## config.mk

```make
export PLATFORM = sky130hd
export DESIGN_NAME = ip_packet_framer_classifier_top_flat
export DESIGN_NICKNAME = d
export VERILOG_FILES = /design/src/design/ipfc_pkg.sv /design/src/design/ipfc_if.sv /design/src/design/ipfc_framer.sv /design/src/design/ipfc_fifo.sv /design/src/design/ipfc_reporter.sv /design/src/design/ip_packet_framer_classifier_top.sv /design/src/flat_wrapper.sv
export SDC_FILE = /design/constraint.sdc
export NUM_CORES = 2
export LEC_CHECK = 0
export ABC_AREA = 1
export BUFFER_PORTS_ARGS = -buffer_cell sky130_fd_sc_hd__buf_2
export CAP_MARGIN = 20
export CORE_ASPECT_RATIO = 0.9
export CORE_MARGIN = 1
export CORE_UTILIZATION = 49
export DETAILED_ROUTE_END_ITERATION = 10
export GPL_ROUTABILITY_DRIVEN = 0
export PLACE_DENSITY_LB_ADDON = 0.05
export SYNTH_ARGS = -nofsm -noshare
export SYNTH_HDL_FRONTEND = slang
export SYNTH_SLANG_ARGS = --single-unit
```

## constraint.sdc

```tcl
create_clock -name i_clk -period 14.9 [get_ports i_clk]
set_input_delay 1.49 -clock i_clk [delete_from_list [all_inputs] [get_ports i_clk]]
set_output_delay 1.49 -clock i_clk [all_outputs]
set_load 0.02 [all_outputs]
```

## src/design/ipfc_pkg.sv

```systemverilog
package ipfc_pkg;
    typedef enum logic [2:0] {
        V_TCP       = 3'd0,
        V_UDP       = 3'd1,
        V_ICMP      = 3'd2,
        V_ICMPV6    = 3'd3,
        V_BAD_HLEN  = 3'd4,
        V_BAD_CSUM  = 3'd5,
        V_UNKNOWN   = 3'd6
    } t_verdict;

    localparam logic [7:0] PROTO_ICMP   = 8'd1;
    localparam logic [7:0] PROTO_TCP    = 8'd6;
    localparam logic [7:0] PROTO_UDP    = 8'd17;
    localparam logic [7:0] PROTO_ICMPV6 = 8'd58;
    localparam logic [5:0] MIN_IHL      = 6'd20;
    localparam logic [5:0] V6_HLEN      = 6'd40;

    // Packet summary handed from the framer to the reporting stage.
    typedef struct packed {
        logic        is_ipv6;
        logic [7:0]  proto;
        logic [16:0] plen;
        logic [5:0]  hlen;
        logic        csum_ok;
        logic [63:0] src_hi;
        logic [63:0] src_lo;
        logic [63:0] dst_hi;
        logic [63:0] dst_lo;
    } t_frame;

    typedef struct packed {
        logic [2:0]  verdict;
        logic        is_ipv6;
        logic [7:0]  protocol_number;
        logic [16:0] packet_length;
        logic [5:0]  header_length;
        logic [15:0] payload_length;
        logic [63:0] source_high;
        logic [63:0] source_low;
        logic [63:0] dest_high;
        logic [63:0] dest_low;
        logic [31:0] packets_seen;
        logic [31:0] packets_dropped;
    } t_result;

    typedef struct packed {
        logic [7:0] data_byte;
        logic       end_of_read;
    } t_in_word;

    function automatic logic [2:0] classify(input logic [7:0] p);
        logic [2:0] v;
        case (p)
            PROTO_TCP:    v = V_TCP;
            PROTO_UDP:    v = V_UDP;
            PROTO_ICMP:   v = V_ICMP;
            PROTO_ICMPV6: v = V_ICMPV6;
            default:      v = V_UNKNOWN;
        endcase
        return v;
    endfunction
endpackage

```

## src/design/ipfc_if.sv

```systemverilog
interface ipfc_in_if;
    logic                 valid;
    logic                 ready;
    ipfc_pkg::t_in_word   payload;
    modport source (output valid, output payload, input ready);
    modport sink   (input valid, input payload, output ready);
endinterface

interface ipfc_out_if;
    logic                 valid;
    logic                 ready;
    ipfc_pkg::t_result    payload;
    modport source (output valid, output payload, input ready);
    modport sink   (input valid, input payload, output ready);
endinterface

```

## src/design/ipfc_framer.sv

```systemverilog
module ipfc_framer (
    input  logic              i_clk,
    input  logic              i_rst_n,
    input  logic              i_valid,
    input  ipfc_pkg::t_in_word i_word,
    output logic              o_done,
    output ipfc_pkg::t_frame  o_frame
);
    import ipfc_pkg::*;

    typedef enum logic [1:0] {S_IDLE, S_RECV, S_SKIP} t_state;

    t_state      r_state, n_state;
    logic [16:0] r_idx, n_idx;
    logic [16:0] r_flen, n_flen;
    logic        r_v6, n_v6;
    logic [5:0]  r_ihl, n_ihl;
    logic [7:0]  r_proto, n_proto;
    logic [15:0] r_sum, n_sum;
    logic [63:0] r_s0, r_s1, r_d0, r_d1, n_s0, n_s1, n_d0, n_d1;
    logic        n_done;
    logic [16:0] s;
    logic [7:0]  b;
    logic        eor;
    logic [16:0] idx;

    assign b   = i_word.data_byte;
    assign eor = i_word.end_of_read;

    always_comb begin
        n_state = r_state; n_idx = r_idx; n_flen = r_flen; n_v6 = r_v6;
        n_ihl = r_ihl; n_proto = r_proto; n_sum = r_sum;
        n_s0 = r_s0; n_s1 = r_s1; n_d0 = r_d0; n_d1 = r_d1;
        n_done = 1'b0;
        s = '0;
        idx = r_idx;
        if (i_valid) begin
            if (r_state == S_SKIP) begin
                if (eor) n_state = S_IDLE;
            end else begin
                if (r_state != S_RECV) begin
                    idx = '0; n_flen = '0; n_sum = '0; n_proto = '0;
                    n_s0 = '0; n_s1 = '0; n_d0 = '0; n_d1 = '0;
                    n_v6 = (b[7:4] == 4'd6);
                    n_ihl = {b[3:0], 2'b00};
                    n_state = S_RECV;
                end
                if (r_state != S_RECV && b[7:4] != 4'd4 && b[7:4] != 4'd6) begin
                    n_state = eor ? S_IDLE : S_SKIP;
                    n_idx = '0;
                end else if (!n_v6) begin
                    if (idx < {11'd0, n_ihl}) begin
                        s = {1'b0, n_sum} + (idx[0] ? {9'd0, b} : {1'b0, b, 8'd0});
                        n_sum = s[15:0] + {15'd0, s[16]};
                    end
                    case (idx)
                        17'd2: n_flen = {1'b0, b, 8'd0};
                        17'd3: n_flen = n_flen | {9'd0, b};
                        17'd9: n_proto = b;
                        default: begin
                            if (idx >= 17'd12 && idx < 17'd16) n_s1 = {n_s1[55:0], b};
                            else if (idx >= 17'd16 && idx < 17'd20)
                                n_d1 = {n_d1[55:0], b};
                        end
                    endcase
                    if (idx == 17'd3 && n_flen < 17'd20) begin
                        n_state = eor ? S_IDLE : S_SKIP;
                    end else if (idx >= 17'd3 && idx + 17'd1 == n_flen) begin
                        n_done = 1'b1; n_state = S_IDLE; n_idx = '0;
                    end else begin
                        n_idx = idx + 17'd1;
                        if (eor) n_state = S_IDLE;
                    end
                end else begin
                    case (idx)
                        17'd4: n_flen = {1'b0, b, 8'd0};
                        17'd5: n_flen = 17'd40 + (n_flen | {9'd0, b});
                        17'd6: n_proto = b;
                        default: begin
                            if (idx >= 17'd8 && idx < 17'd16) n_s0 = {n_s0[55:0], b};
                            else if (idx >= 17'd16 && idx < 17'd24)
                                n_s1 = {n_s1[55:0], b};
                            else if (idx >= 17'd24 && idx < 17'd32)
                                n_d0 = {n_d0[55:0], b};
                            else if (idx >= 17'd32 && idx < 17'd40)
                                n_d1 = {n_d1[55:0], b};
                        end
                    endcase
                    if (idx >= 17'd5 && idx + 17'd1 == n_flen) begin
                        n_done = 1'b1; n_state = S_IDLE; n_idx = '0;
                    end else begin
                        n_idx = idx + 17'd1;
                        if (eor) n_state = S_IDLE;
                    end
                end
            end
        end
    end

    always_ff @(posedge i_clk) begin
        if (!i_rst_n) begin
            r_state <= S_IDLE; r_idx <= '0; r_flen <= '0; r_v6 <= 1'b0;
            r_ihl <= '0; r_proto <= '0; r_sum <= '0;
            r_s0 <= '0; r_s1 <= '0; r_d0 <= '0; r_d1 <= '0;
            o_done <= 1'b0;
        end else begin
            r_state <= n_state; r_idx <= n_idx; r_flen <= n_flen; r_v6 <= n_v6;
            r_ihl <= n_ihl; r_proto <= n_proto; r_sum <= n_sum;
            r_s0 <= n_s0; r_s1 <= n_s1; r_d0 <= n_d0; r_d1 <= n_d1;
            o_done <= n_done;
        end
    end

    always_ff @(posedge i_clk) begin
        if (n_done) begin
            o_frame.is_ipv6 <= n_v6;
            o_frame.proto   <= n_proto;
            o_frame.plen    <= n_flen;
            o_frame.hlen    <= n_v6 ? V6_HLEN : n_ihl;
            o_frame.csum_ok <= (n_sum == 16'hFFFF);
            o_frame.src_hi  <= n_s0;
            o_frame.src_lo  <= n_s1;
            o_frame.dst_hi  <= n_d0;
            o_frame.dst_lo  <= n_d1;
        end
    end

    // Completion only ever follows an accepted byte.
    a_done_src: assert property (@(posedge i_clk) disable iff (!i_rst_n)
        o_done |-> $past(i_valid)) else $error("done without input");
    a_skip_quiet: assert property (@(posedge i_clk) disable iff (!i_rst_n)
        (r_state == S_SKIP) |=> !o_done) else $error("result while skipping");
    a_idx_idle: assert property (@(posedge i_clk) disable iff (!i_rst_n)
        o_done |-> r_idx == '0) else $error("index not cleared");
endmodule

```

## src/design/ipfc_fifo.sv

```systemverilog
module ipfc_fifo #(
    parameter int Depth = 4
) (
    input  logic             i_clk,
    input  logic             i_rst_n,
    input  logic             i_push,
    input  ipfc_pkg::t_frame i_data,
    input  logic             i_pop,
    output logic             o_empty,
    output logic [$clog2(Depth+1)-1:0] o_count,
    output ipfc_pkg::t_frame o_data
);
    import ipfc_pkg::*;
    localparam int AW = $clog2(Depth);

    t_frame r_mem [Depth];
    logic [AW-1:0] r_wp, r_rp;
    logic [$clog2(Depth+1)-1:0] r_cnt;

    always_ff @(posedge i_clk) begin
        if (!i_rst_n) begin
            r_wp <= '0; r_rp <= '0; r_cnt <= '0;
        end else begin
            if (i_push) r_wp <= (r_wp == AW'(Depth - 1)) ? '0 : r_wp + 1'b1;
            if (i_pop)  r_rp <= (r_rp == AW'(Depth - 1)) ? '0 : r_rp + 1'b1;
            r_cnt <= r_cnt + (i_push ? 1'b1 : 1'b0) - (i_pop ? 1'b1 : 1'b0);
        end
    end
    always_ff @(posedge i_clk) begin
        if (i_push) r_mem[r_wp] <= i_data;
    end
    assign o_data  = r_mem[r_rp];
    assign o_empty = (r_cnt == '0);
    assign o_count = r_cnt;

    a_no_over: assert property (@(posedge i_clk) disable iff (!i_rst_n)
        i_push && !i_pop |-> r_cnt != ($clog2(Depth+1))'(Depth)) else $error("overflow");
    a_no_under: assert property (@(posedge i_clk) disable iff (!i_rst_n)
        i_pop |-> !o_empty) else $error("underflow");
    a_cnt_step: assert property (@(posedge i_clk) disable iff (!i_rst_n)
        !i_push && !i_pop |=> $stable(r_cnt)) else $error("count drift");
endmodule

```

## src/design/ipfc_reporter.sv

```systemverilog
module ipfc_reporter #(
    parameter int CountWidth = 32
) (
    input  logic             i_clk,
    input  logic             i_rst_n,
    input  logic             i_avail,
    input  ipfc_pkg::t_frame i_frame,
    output logic             o_pop,
    output logic             o_valid,
    input  logic             i_ready,
    output ipfc_pkg::t_result o_result
);
    import ipfc_pkg::*;

    logic [CountWidth-1:0] r_seen, r_drop;
    logic [CountWidth-1:0] seen_nx, drop_nx;
    logic [2:0]  verdict;
    logic        drop;
    logic [16:0] pl;

    always_comb begin
        if (!i_frame.is_ipv6 && (i_frame.hlen < MIN_IHL ||
                                 {11'd0, i_frame.hlen} > i_frame.plen))
            verdict = V_BAD_HLEN;
        else if (!i_frame.is_ipv6 && !i_frame.csum_ok)
            verdict = V_BAD_CSUM;
        else
            verdict = classify(i_frame.proto);
    end
    assign drop  = (verdict == V_BAD_HLEN) || (verdict == V_BAD_CSUM) ||
                   (verdict == V_UNKNOWN);
    assign pl    = i_frame.plen - {11'd0, i_frame.hlen};
    assign o_pop = i_avail && (!o_valid || i_ready);

    // counts wrap at their own width before being widened for the result
    assign seen_nx = r_seen + 1'b1;
    assign drop_nx = drop ? r_drop + 1'b1 : r_drop;

    always_ff @(posedge i_clk) begin
        if (!i_rst_n) begin
            o_valid <= 1'b0; r_seen <= '0; r_drop <= '0;
        end else begin
            if (o_pop) begin
                o_valid <= 1'b1;
                r_seen  <= seen_nx;
                r_drop  <= drop_nx;
            end else if (i_ready) begin
                o_valid <= 1'b0;
            end
        end
    end

    always_ff @(posedge i_clk) begin
        if (o_pop) begin
            o_result.verdict         <= verdict;
            o_result.is_ipv6         <= i_frame.is_ipv6;
            o_result.protocol_number <= i_frame.proto;
            o_result.packet_length   <= i_frame.plen;
            o_result.header_length   <= i_frame.hlen;
            o_result.payload_length  <= drop ? 16'd0 : pl[15:0];
            o_result.source_high     <= i_frame.src_hi;
            o_result.source_low      <= i_frame.src_lo;
            o_result.dest_high       <= i_frame.dst_hi;
            o_result.dest_low        <= i_frame.dst_lo;
            o_result.packets_seen    <= 32'(seen_nx);
            o_result.packets_dropped <= 32'(drop_nx);
        end
    end

    a_drop_le_seen: assert property (@(posedge i_clk) disable iff (!i_rst_n)
        o_pop && drop |=> o_result.verdict >= V_BAD_HLEN) else $error("drop verdict");
    a_hold: assert property (@(posedge i_clk) disable iff (!i_rst_n)
        o_valid && !i_ready |=> o_valid) else $error("result lost");
    a_pl_zero: assert property (@(posedge i_clk) disable iff (!i_rst_n)
        o_valid && o_result.verdict >= V_BAD_HLEN |-> o_result.payload_length == 16'd0)
        else $error("payload on drop");
endmodule

```

## src/design/ip_packet_framer_classifier_top.sv

```systemverilog
// IPv4/IPv6 packet framer and header classifier.
// Input channel (in_ch): one word per handshake, a byte of a device read plus
// an end-of-read flag. Output channel (out_ch): one result word per complete
// framed packet, carrying verdict, lengths, addresses and running counts.
// The framer takes one byte every clock while in_ch.ready is high; it parses
// fields and folds the IPv4 header checksum as bytes arrive. On the last byte
// of a packet its summary is registered, then pushed into a four-deep queue.
// The reporter pops the queue, judges IPv4 header length and checksum,
// classifies the protocol, bumps the packet and drop counters and registers
// the result. A result passes through the framer's summary register, the
// queue and the reporter's result register. Throughput: one byte per cycle
// while in_ch.ready is high; a packet is at least 20 bytes.
// When the receiver stalls the result holds; the queue absorbs packets and
// in_ch.ready falls only when the queue could overflow.
// Reset (synchronous, active low) returns the framer to awaiting a packet
// start and clears the queue and both counters.
module ip_packet_framer_classifier_top #(
    parameter int COUNT_WIDTH = 32
) (
    input  logic i_clk,
    input  logic i_rst_n,
    ipfc_in_if.sink    in_ch,
    ipfc_out_if.source out_ch
);
    import ipfc_pkg::*;

    localparam int QDepth = 4;

    logic   acc, done, pop, empty;
    logic [$clog2(QDepth+1)-1:0] cnt;
    t_frame fr_in, fr_out;

    // Leave room for one packet that may complete from bytes in flight.
    assign in_ch.ready = (cnt < ($clog2(QDepth+1))'(QDepth - 1));
    assign acc = in_ch.valid && in_ch.ready;

    ipfc_framer u_framer (
        .i_clk(i_clk), .i_rst_n(i_rst_n), .i_valid(acc),
        .i_word(in_ch.payload), .o_done(done), .o_frame(fr_in)
    );

    ipfc_fifo #(.Depth(QDepth)) u_queue (
        .i_clk(i_clk), .i_rst_n(i_rst_n), .i_push(done), .i_data(fr_in),
        .i_pop(pop), .o_empty(empty), .o_count(cnt), .o_data(fr_out)
    );

    ipfc_reporter #(.CountWidth(COUNT_WIDTH)) u_report (
        .i_clk(i_clk), .i_rst_n(i_rst_n), .i_avail(!empty), .i_frame(fr_out),
        .o_pop(pop), .o_valid(out_ch.valid), .i_ready(out_ch.ready),
        .o_result(out_ch.payload)
    );

    a_push_room: assert property (@(posedge i_clk) disable iff (!i_rst_n)
        done |-> cnt != ($clog2(QDepth+1))'(QDepth)) else $error("queue full on push");
    a_ready_hold: assert property (@(posedge i_clk) disable iff (!i_rst_n)
        !empty && !out_ch.valid |=> out_ch.valid) else $error("queue not drained");
    a_stall_rdy: assert property (@(posedge i_clk) disable iff (!i_rst_n)
        cnt == ($clog2(QDepth+1))'(QDepth) |-> !in_ch.ready) else $error("ready when full");
endmodule
```

## src/flat_wrapper.sv

```systemverilog
// flat-port wrapper written by rule: the top's interface ports become plain ports
module ip_packet_framer_classifier_top_flat import ipfc_pkg::*;
#(
    parameter int COUNT_WIDTH = 32
)
  (i_clk, i_rst_n, in_ch_valid, in_ch_payload, in_ch_ready, out_ch_valid, out_ch_payload, out_ch_ready);
  ipfc_in_if in_ch_i ();
  ipfc_out_if out_ch_i ();
  input  logic i_clk;
  input  logic i_rst_n;
  input wire logic [$bits(in_ch_i.valid)-1:0] in_ch_valid;
  input wire logic [$bits(in_ch_i.payload)-1:0] in_ch_payload;
  output wire logic [$bits(in_ch_i.ready)-1:0] in_ch_ready;
  output wire logic [$bits(out_ch_i.valid)-1:0] out_ch_valid;
  output wire logic [$bits(out_ch_i.payload)-1:0] out_ch_payload;
  input wire logic [$bits(out_ch_i.ready)-1:0] out_ch_ready;
  assign in_ch_i.valid = in_ch_valid;
  assign in_ch_i.payload = in_ch_payload;
  assign in_ch_ready = in_ch_i.ready;
  assign out_ch_valid = out_ch_i.valid;
  assign out_ch_payload = out_ch_i.payload;
  assign out_ch_i.ready = out_ch_ready;
  ip_packet_framer_classifier_top #(.COUNT_WIDTH(COUNT_WIDTH)) u_core (.i_clk(i_clk), .i_rst_n(i_rst_n), .in_ch(in_ch_i), .out_ch(out_ch_i));
endmodule
```

After elaboration in Yosys (flattened, before gate mapping):

Memories as Yosys holds them, arrays and structs flattened. A register that Yosys moved wholly into a read port is not among the register bits.
Cells that the tools add are included.

* register bits: 1056
* bits in writable memories: 1156
* input port bits: 13
* output and inout bits: 373
* memories: 1

* add/subtract/negate cells: 11
* order comparisons: 17
* equal/unequal tests: 25
* mux-type cells: 121
* bitwise operators: 2
* reduce and logical (&&, ||, !) cells: 29

Memory list
* u_core.u_queue.r_mem: words 4, width 289, rd ports 1, clocked after Yosys merged registers in 1, wr ports 1, RTL line ipfc_fifo.sv:16 `t_frame r_mem [Depth];`

Operators with widths (count)
* two-way mux 64 bit: 39
* two-way mux 17 bit: 23
* two-way mux 16 bit: 9
* < comparator 17 x 5 -> 1 bit, second input constant: 4
* one-hot mux 17 bit (2 select lines): 2
* adder 32 x 1 -> 32 bit, second input constant: 2
* two-way mux 8 bit: 7
* equality test 17 x 3 -> 1 bit, second input constant: 3
* equality test 17 bit: 2
* equality test 17 x 2 -> 1 bit, second input constant: 2
* greater-or-equal comparator 17 x 4 -> 1 bit, second input constant: 2
* greater-or-equal comparator 17 x 5 -> 1 bit, second input constant: 2
* < comparator 17 x 6 -> 1 bit, second input constant: 2
* two-way mux 32 bit: 1
* two-way mux 6 bit: 5
* two-way mux 2 bit: 14
* two-way mux 1 bit: 18
* adder 16 x 16 -> 17 bit: 1
* adder 17 x 1 -> 17 bit, second input constant: 1
* adder 6 x 17 -> 17 bit, first input constant: 1
* equality test 17 x 4 -> 1 bit, second input constant: 1
* greater-or-equal comparator 17 x 2 -> 1 bit, second input constant: 1
* greater-or-equal comparator 17 x 3 -> 1 bit, second input constant: 1
* greater-or-equal comparator 17 x 6 -> 1 bit, second input constant: 1
* other kinds (33): 61

Depth between registers and ports, before layout:

* word-level depth: 18
* depth in mapped cells: 36

Cells and area by module:

From an unflattened synthesis, not the netlist that was laid out.

* cell total of the unflattened synthesis: 9273
* area, all modules: 95300.2 um2

By module, submodules not included
* ipfc_fifo: times used 1, cells each 3429, area each 45541.2 um2
* ipfc_framer: times used 1, cells each 4523, area each 32976.6 um2
* ipfc_reporter: times used 1, cells each 1314, area each 16751.1 um2
* ip_packet_framer_classifier_top: times used 1, cells each 7, area each 31.3 um2

Least setup slack after synthesis:

No wires, ideal clock.

* path type: in2reg
* from: input out_ch_ready
* to: register u_core.u_queue.r_cnt[2] (netlist: u_core.u_queue.o_count[2])
* library setup time: 129 ps
* arrival: 14448 ps
* path slack: 324 ps
* cell stages on the path: 11
* path buffers: 2
* cell sequence: nor2_1 > a21oi_1 > clkbuf_1 > clkbuf_1 > ha_1 > inv_1 > ha_1 > inv_1 > fa_1 > xor2_1 > nor2_1

* word-level cells in the longest chain between the ends: 4

RTL lines
* start, declared: RTL line flat_wrapper.sv:16 `input wire logic [$bits(out_ch_i.ready)-1:0] out_ch_ready;`
* logical OR 1 bit: RTL line ipfc_reporter.sv:33 `assign o_pop = i_avail && (!o_valid || i_ready);`
* logical AND 1 bit: RTL line ipfc_reporter.sv:33
* via u_core.pop: RTL line ip_packet_framer_classifier_top.sv:29 `logic acc, done, pop, empty;`
* two-way mux 1 bit: RTL line ipfc_fifo.sv:26 `r_cnt <= r_cnt + (i_push ? 1'b1 : 1'b0) - (i_pop ? 1'b1 : 1'b0);`
* subtractor 3 x 1 -> 3 bit: RTL line ipfc_fifo.sv:26
* end signal, assigned: RTL line ipfc_fifo.sv:26
* end, declared: RTL line ipfc_fifo.sv:18 `logic [$clog2(Depth+1)-1:0] r_cnt;`

The timed path passes the listed nets, and every way through them passes these cells.
A chain may end at the register's enable or synchronous reset.

Final worst setup path:

* from: register u_core.u_framer.r_state[0]
* to: register u_core.u_framer.o_frame[217] in the netlist's numbering, enable pin

* word-level cells in the longest chain between the ends: 18
* elaborated cells between the ends (all ways): 45

RTL lines
* start, declared: RTL line ipfc_framer.sv:13 `t_state r_state, n_state;`
* start signal, assigned: RTL line ipfc_framer.sv:107 `r_state <= n_state; r_idx <= n_idx; r_flen <= n_flen; r_v6 <= n_v6;`
* != test 2 x 1 -> 1 bit: RTL line ipfc_framer.sv:41, ipfc_framer.sv:48
* two-way mux 17 bit: RTL line ipfc_framer.sv:41 `if (r_state != S_RECV) begin`
* two-way mux 17 bit: RTL line ipfc_framer.sv:38 `if (r_state == S_SKIP) begin`
* two-way mux 17 bit: RTL line ipfc_framer.sv:37 `if (i_valid) begin`
* bitwise OR 17 x 8 -> 17 bit, or another cell as far along: RTL line ipfc_framer.sv:58, ipfc_framer.sv:77
* adder 6 x 17 -> 17 bit / one-hot mux 17 bit (2 select lines) (equally long branches): RTL line ipfc_framer.sv:77, ipfc_framer.sv:56
* one-hot mux 17 bit (2 select lines) / two-way mux 17 bit (equally long branches): RTL line ipfc_framer.sv:75, ipfc_framer.sv:51
* two-way mux 17 bit, on equally long branches: RTL line ipfc_framer.sv:51, ipfc_framer.sv:48
* [... 3 more ...]
* equality test 17 bit / logical AND 1 bit (equally long branches): RTL line ipfc_framer.sv:89, ipfc_framer.sv:68
* logical AND 1 bit / two-way mux 1 bit (equally long branches): RTL line ipfc_framer.sv:89, ipfc_framer.sv:68
* two-way mux 1 bit, on equally long branches: RTL line ipfc_framer.sv:89, ipfc_framer.sv:66
* two-way mux 1 bit: RTL line ipfc_framer.sv:51 `end else if (!n_v6) begin`
* two-way mux 1 bit: RTL line ipfc_framer.sv:48 `if (r_state != S_RECV && b[7:4] != 4'd4 && b[7:4] != 4'd6) begin`
* two-way mux 1 bit (*): RTL line ipfc_framer.sv:38
* two-way mux 1 bit (*): RTL line ipfc_framer.sv:37
* via u_core.u_framer.n_done: RTL line ipfc_framer.sv:21 `logic n_done;`
* end, declared: RTL line ipfc_framer.sv:7 `output ipfc_pkg::t_frame o_frame`

The timed path passes the listed nets; every way through them passes the cells marked *. The select of a mux whose other input is x is not followed.

==> results.ini <==
[logic_synthesis]
syn-cell-area_mm2=0.0910
synth-seq-area-share=0.687
synth-async-reset-ratio=0
synth-seq-cells=2214
synthFlopType=edfxtp_1
synthAdderAreaFrac=0.00740
syn_avg_cell_area_um2=11.0
synth_top_area_cell=edfxtp_1
syn_inst=8300
synth_edf_count=1816
synth_common_cells=edfxtp_1, nand2_1, nor2_1
synth_compound_area_frac=0.119
synthTopCellsByArea=edfxtp_1, dfxtp_1, nand2_1
synth-simple-area-share=0.134
syn_nets=8365
synth_warnings=0
synth_mux_area_frac=0
yosys.cell_types.count=60
synth_top_area_frac=0.599
post-synth-top-count-cell=edfxtp_1
synthXorXnorAreaFrac=0.00607
synth_top_family_by_area=simple AND/OR/NAND/NOR gates

[place]
io_buffers=385
post_dp_cell_area_mm2=0.0946
pre_cts_ws_ps=7960
hpwl_um=133000

[clocking]
cts-buffers-inserted=218
cts_hold_buf=0
postCtsSetupRepairBufs=0
clockBufferDepth=3
clk_pin_slew_ps=60
htreeDepth=4
cts_sinks=2214
cts-root-buf=clkbuf_16
cts_resized=0
clk_latency_ps=880
cts_tree=yes

[sta]
fin_ws_ps=8460
drv_slew=48
max_slew.worst_pin.slew_ps=1570
slew_headroom=-0.0446
rsz0062_at_grt=false
hold_viol=0
fin_tns_setup_ps=0
setup_viol=0
finClkSkew_ps=32.6
finalCritPeriodShare=0.432
fmaxAchievable_mhz=155
finalCriticalPeriod_ps=6440

[floorplanning]
core_area_mm2=0.184
dieArea_mm2=0.187
initial_core_util=0.495
ioPinCount=386
rows=149
fp.dieW_um=456
die_height_um=411

[flow_run]
drv_cap=0

[route]
vias=61500
drt_wl_total_um=229000
drc=0
postRouteAntennaNets=0
vias_per_cell=5.53
post_drt_wl_per_cell_um=20.6
drtIter0Drc=5389
firstDrtPassIters=6

[grt]
grt_pass1_wl_um=348000
grt_pass1_vias=57000
antenna_found_initial=8
grt_use_met2=0.376
grt_use_met1=0.349
busiest_layer=met2
grt_overflow=0
grt_max_degree=244
grtUsageMet3=0.0394
grt_usage=0.239

[worst_setup_path]
cp-end-kind=flop
reg2reg_slack_ps=8460
cp.required_ps=15380
worst-r2r-cell-count=16
worstSetupPathType=reg2reg
crit_arrival_ps=6920
cp-start-kind=flop
r2r_end=u_core.u_framer.o_frame[217]$_DFFE_PP_
r2r_start=u_core.u_framer.r_state[0]$_SDFFE_PN0P_
crit_fanout=107

[worst_hold_path]
holdPathStages=2
hold_end=u_core.u_framer.r_ihl[0]$_SDFF_PN0_
min_path_type=reg2reg
worst_hold_startpoint=u_core.u_framer.r_ihl[0]$_SDFF_PN0_

[finish]
fin_nets=8560
fillers=15700
drive_gt1_frac=0.106
area_growth_syn_to_layout_pct=11.9
fin_area_mm2=0.102

[pwr]
ir_drop_mv=0.199
power_density_mw_per_mm2=173
leakage_nw=38.2

[run_status]
violations=max-slew violations
status=complete, but fails checks

## routing by layer
layer | vias up | part of all wire
li1 | 29500 | -
met1 | 30000 | 0.46
met2 | 1668 | 0.46
met3 | 271 | 0.059
met4 | 0 | 0.020
met5 | - | 0
## worst max-delay path, stage by stage (launching register included)
cell and delay [ps]:
dfxtp_1 1030, nand2_8 560, nand2_1 300, nand2_1 290, nand2_4 400, buf_4 820
nand3_1 140, nor2_1 120, nand2_1 60, nor2_1 110, nand2_1 60, nor2_1 160
nand3_1 100, nand2_1 90, nand2_2 110, inv_8 570, buf_4 750
## metrics by stage
| step | cells | total power, mW | hold slack (ps) | util |
|---|---|---|---|---|
| 4_1_cts | 11100 | 17.8 | 478 | 0.554 |
| 2_1_floorplan | 8300 | 11.0 | 441 | - |
| 3_3_place_gp | 10700 | 12.3 | 469 | 0.515 |
| 6_report | 11100 | 17.6 | 473 | 0.554 |
| 5_1_grt | 11100 | 18.4 | 499 | 0.554 |
| 3_5_place_dp | 10700 | 12.3 | 473 | 0.515 |
## sequential cells by signal, summed over array words and instances (netlist names), 32 cells and up, named ones only
name	cells
u_core.u_queue.r_mem	1156
u_core.u_report.o_result	371
u_core.u_framer.o_frame	289
u_core.u_framer.r_d0	64
u_core.u_framer.r_d1	64
u_core.u_framer.r_s0	64
u_core.u_framer.r_s1	64
u_core.u_report.r_drop	32
u_core.u_report.r_seen	32
## placed cells by master, fill, tap and decap left out, drive strengths merged, types with 49 or more instances in the layout
| cell type | netlist | final |
|---|---|---|
| nand3 | 271 | 271 |
| o211ai | 180 | 180 |
| xor2 | 59 | 59 |
| dfxtp | 398 | 398 |
| o21ai | 903 | 903 |
| nor2 | 969 | 969 |
| edfxtp | 1816 | 1816 |
| a21oi | 540 | 540 |
| inv | 598 | 605 |
| ha | 49 | 49 |
| nand4 | 55 | 55 |
| nor3 | 56 | 56 |
| o22ai | 274 | 274 |
| nand2 | 1561 | 1561 |
| clkinv | 4 | 86 |
| clkbuf | 368 | 300 |
| buf | 110 | 453 |
## final cells by class
cell class	count	area, um2	share of cell area
inverter	602	2350	0.0231
tap	2416	3020	0.0297
clock inverter	117	1170	0.0115
clock buffer	300	6020	0.0591
sequential	2214	62500	0.614
timing repair buffer	453	2500	0.0246
multi-input combinational	5006	24200	0.238
antenna	2	5.00	0.0000492
## cells by family (layout without fill, tap and decap cells)
kind of cell             Yosys count  in the layout
AO/OA/AOI/OAI                   1950           1950
XOR/XNOR                          63             63
adder cells (fa/ha/maj)           52             52
buffers and inverters           1080           1472
flip-flops                      2214           2214
other                              0              2
AND/OR/NAND/NOR                 2941           2941
## power by group
part	switching [mW]	internal, mW	total (mW)
Sequential	0.313	7.60	7.91
Combinational	3.15	1.06	4.21
Clock	2.38	3.10	5.48
## how the worst max path moves through the flow
stage	from	slack, ps	to
after detailed placement	in_ch_payload[7]	7960	u_core.u_framer.o_frame[252]$_DFFE_PP_
after global placement	in_ch_payload[7]	8140	u_core.u_framer.o_frame[252]$_DFFE_PP_
after global routing	u_core.u_framer.r_state[0]$_SDFFE_PN0P_	8060	u_core.u_framer.o_frame[235]$_DFFE_PP_
after CTS	u_core.u_framer.r_state[0]$_SDFFE_PN0P_	8490	u_core.u_framer.o_frame[134]$_DFFE_PP_
final	u_core.u_framer.r_state[0]$_SDFFE_PN0P_	8460	u_core.u_framer.o_frame[217]$_DFFE_PP_
after floorplan	out_ch_ready	320	u_core.u_queue.o_count[2]$_SDFF_PN0_
(Power assumes the default switching activity.)
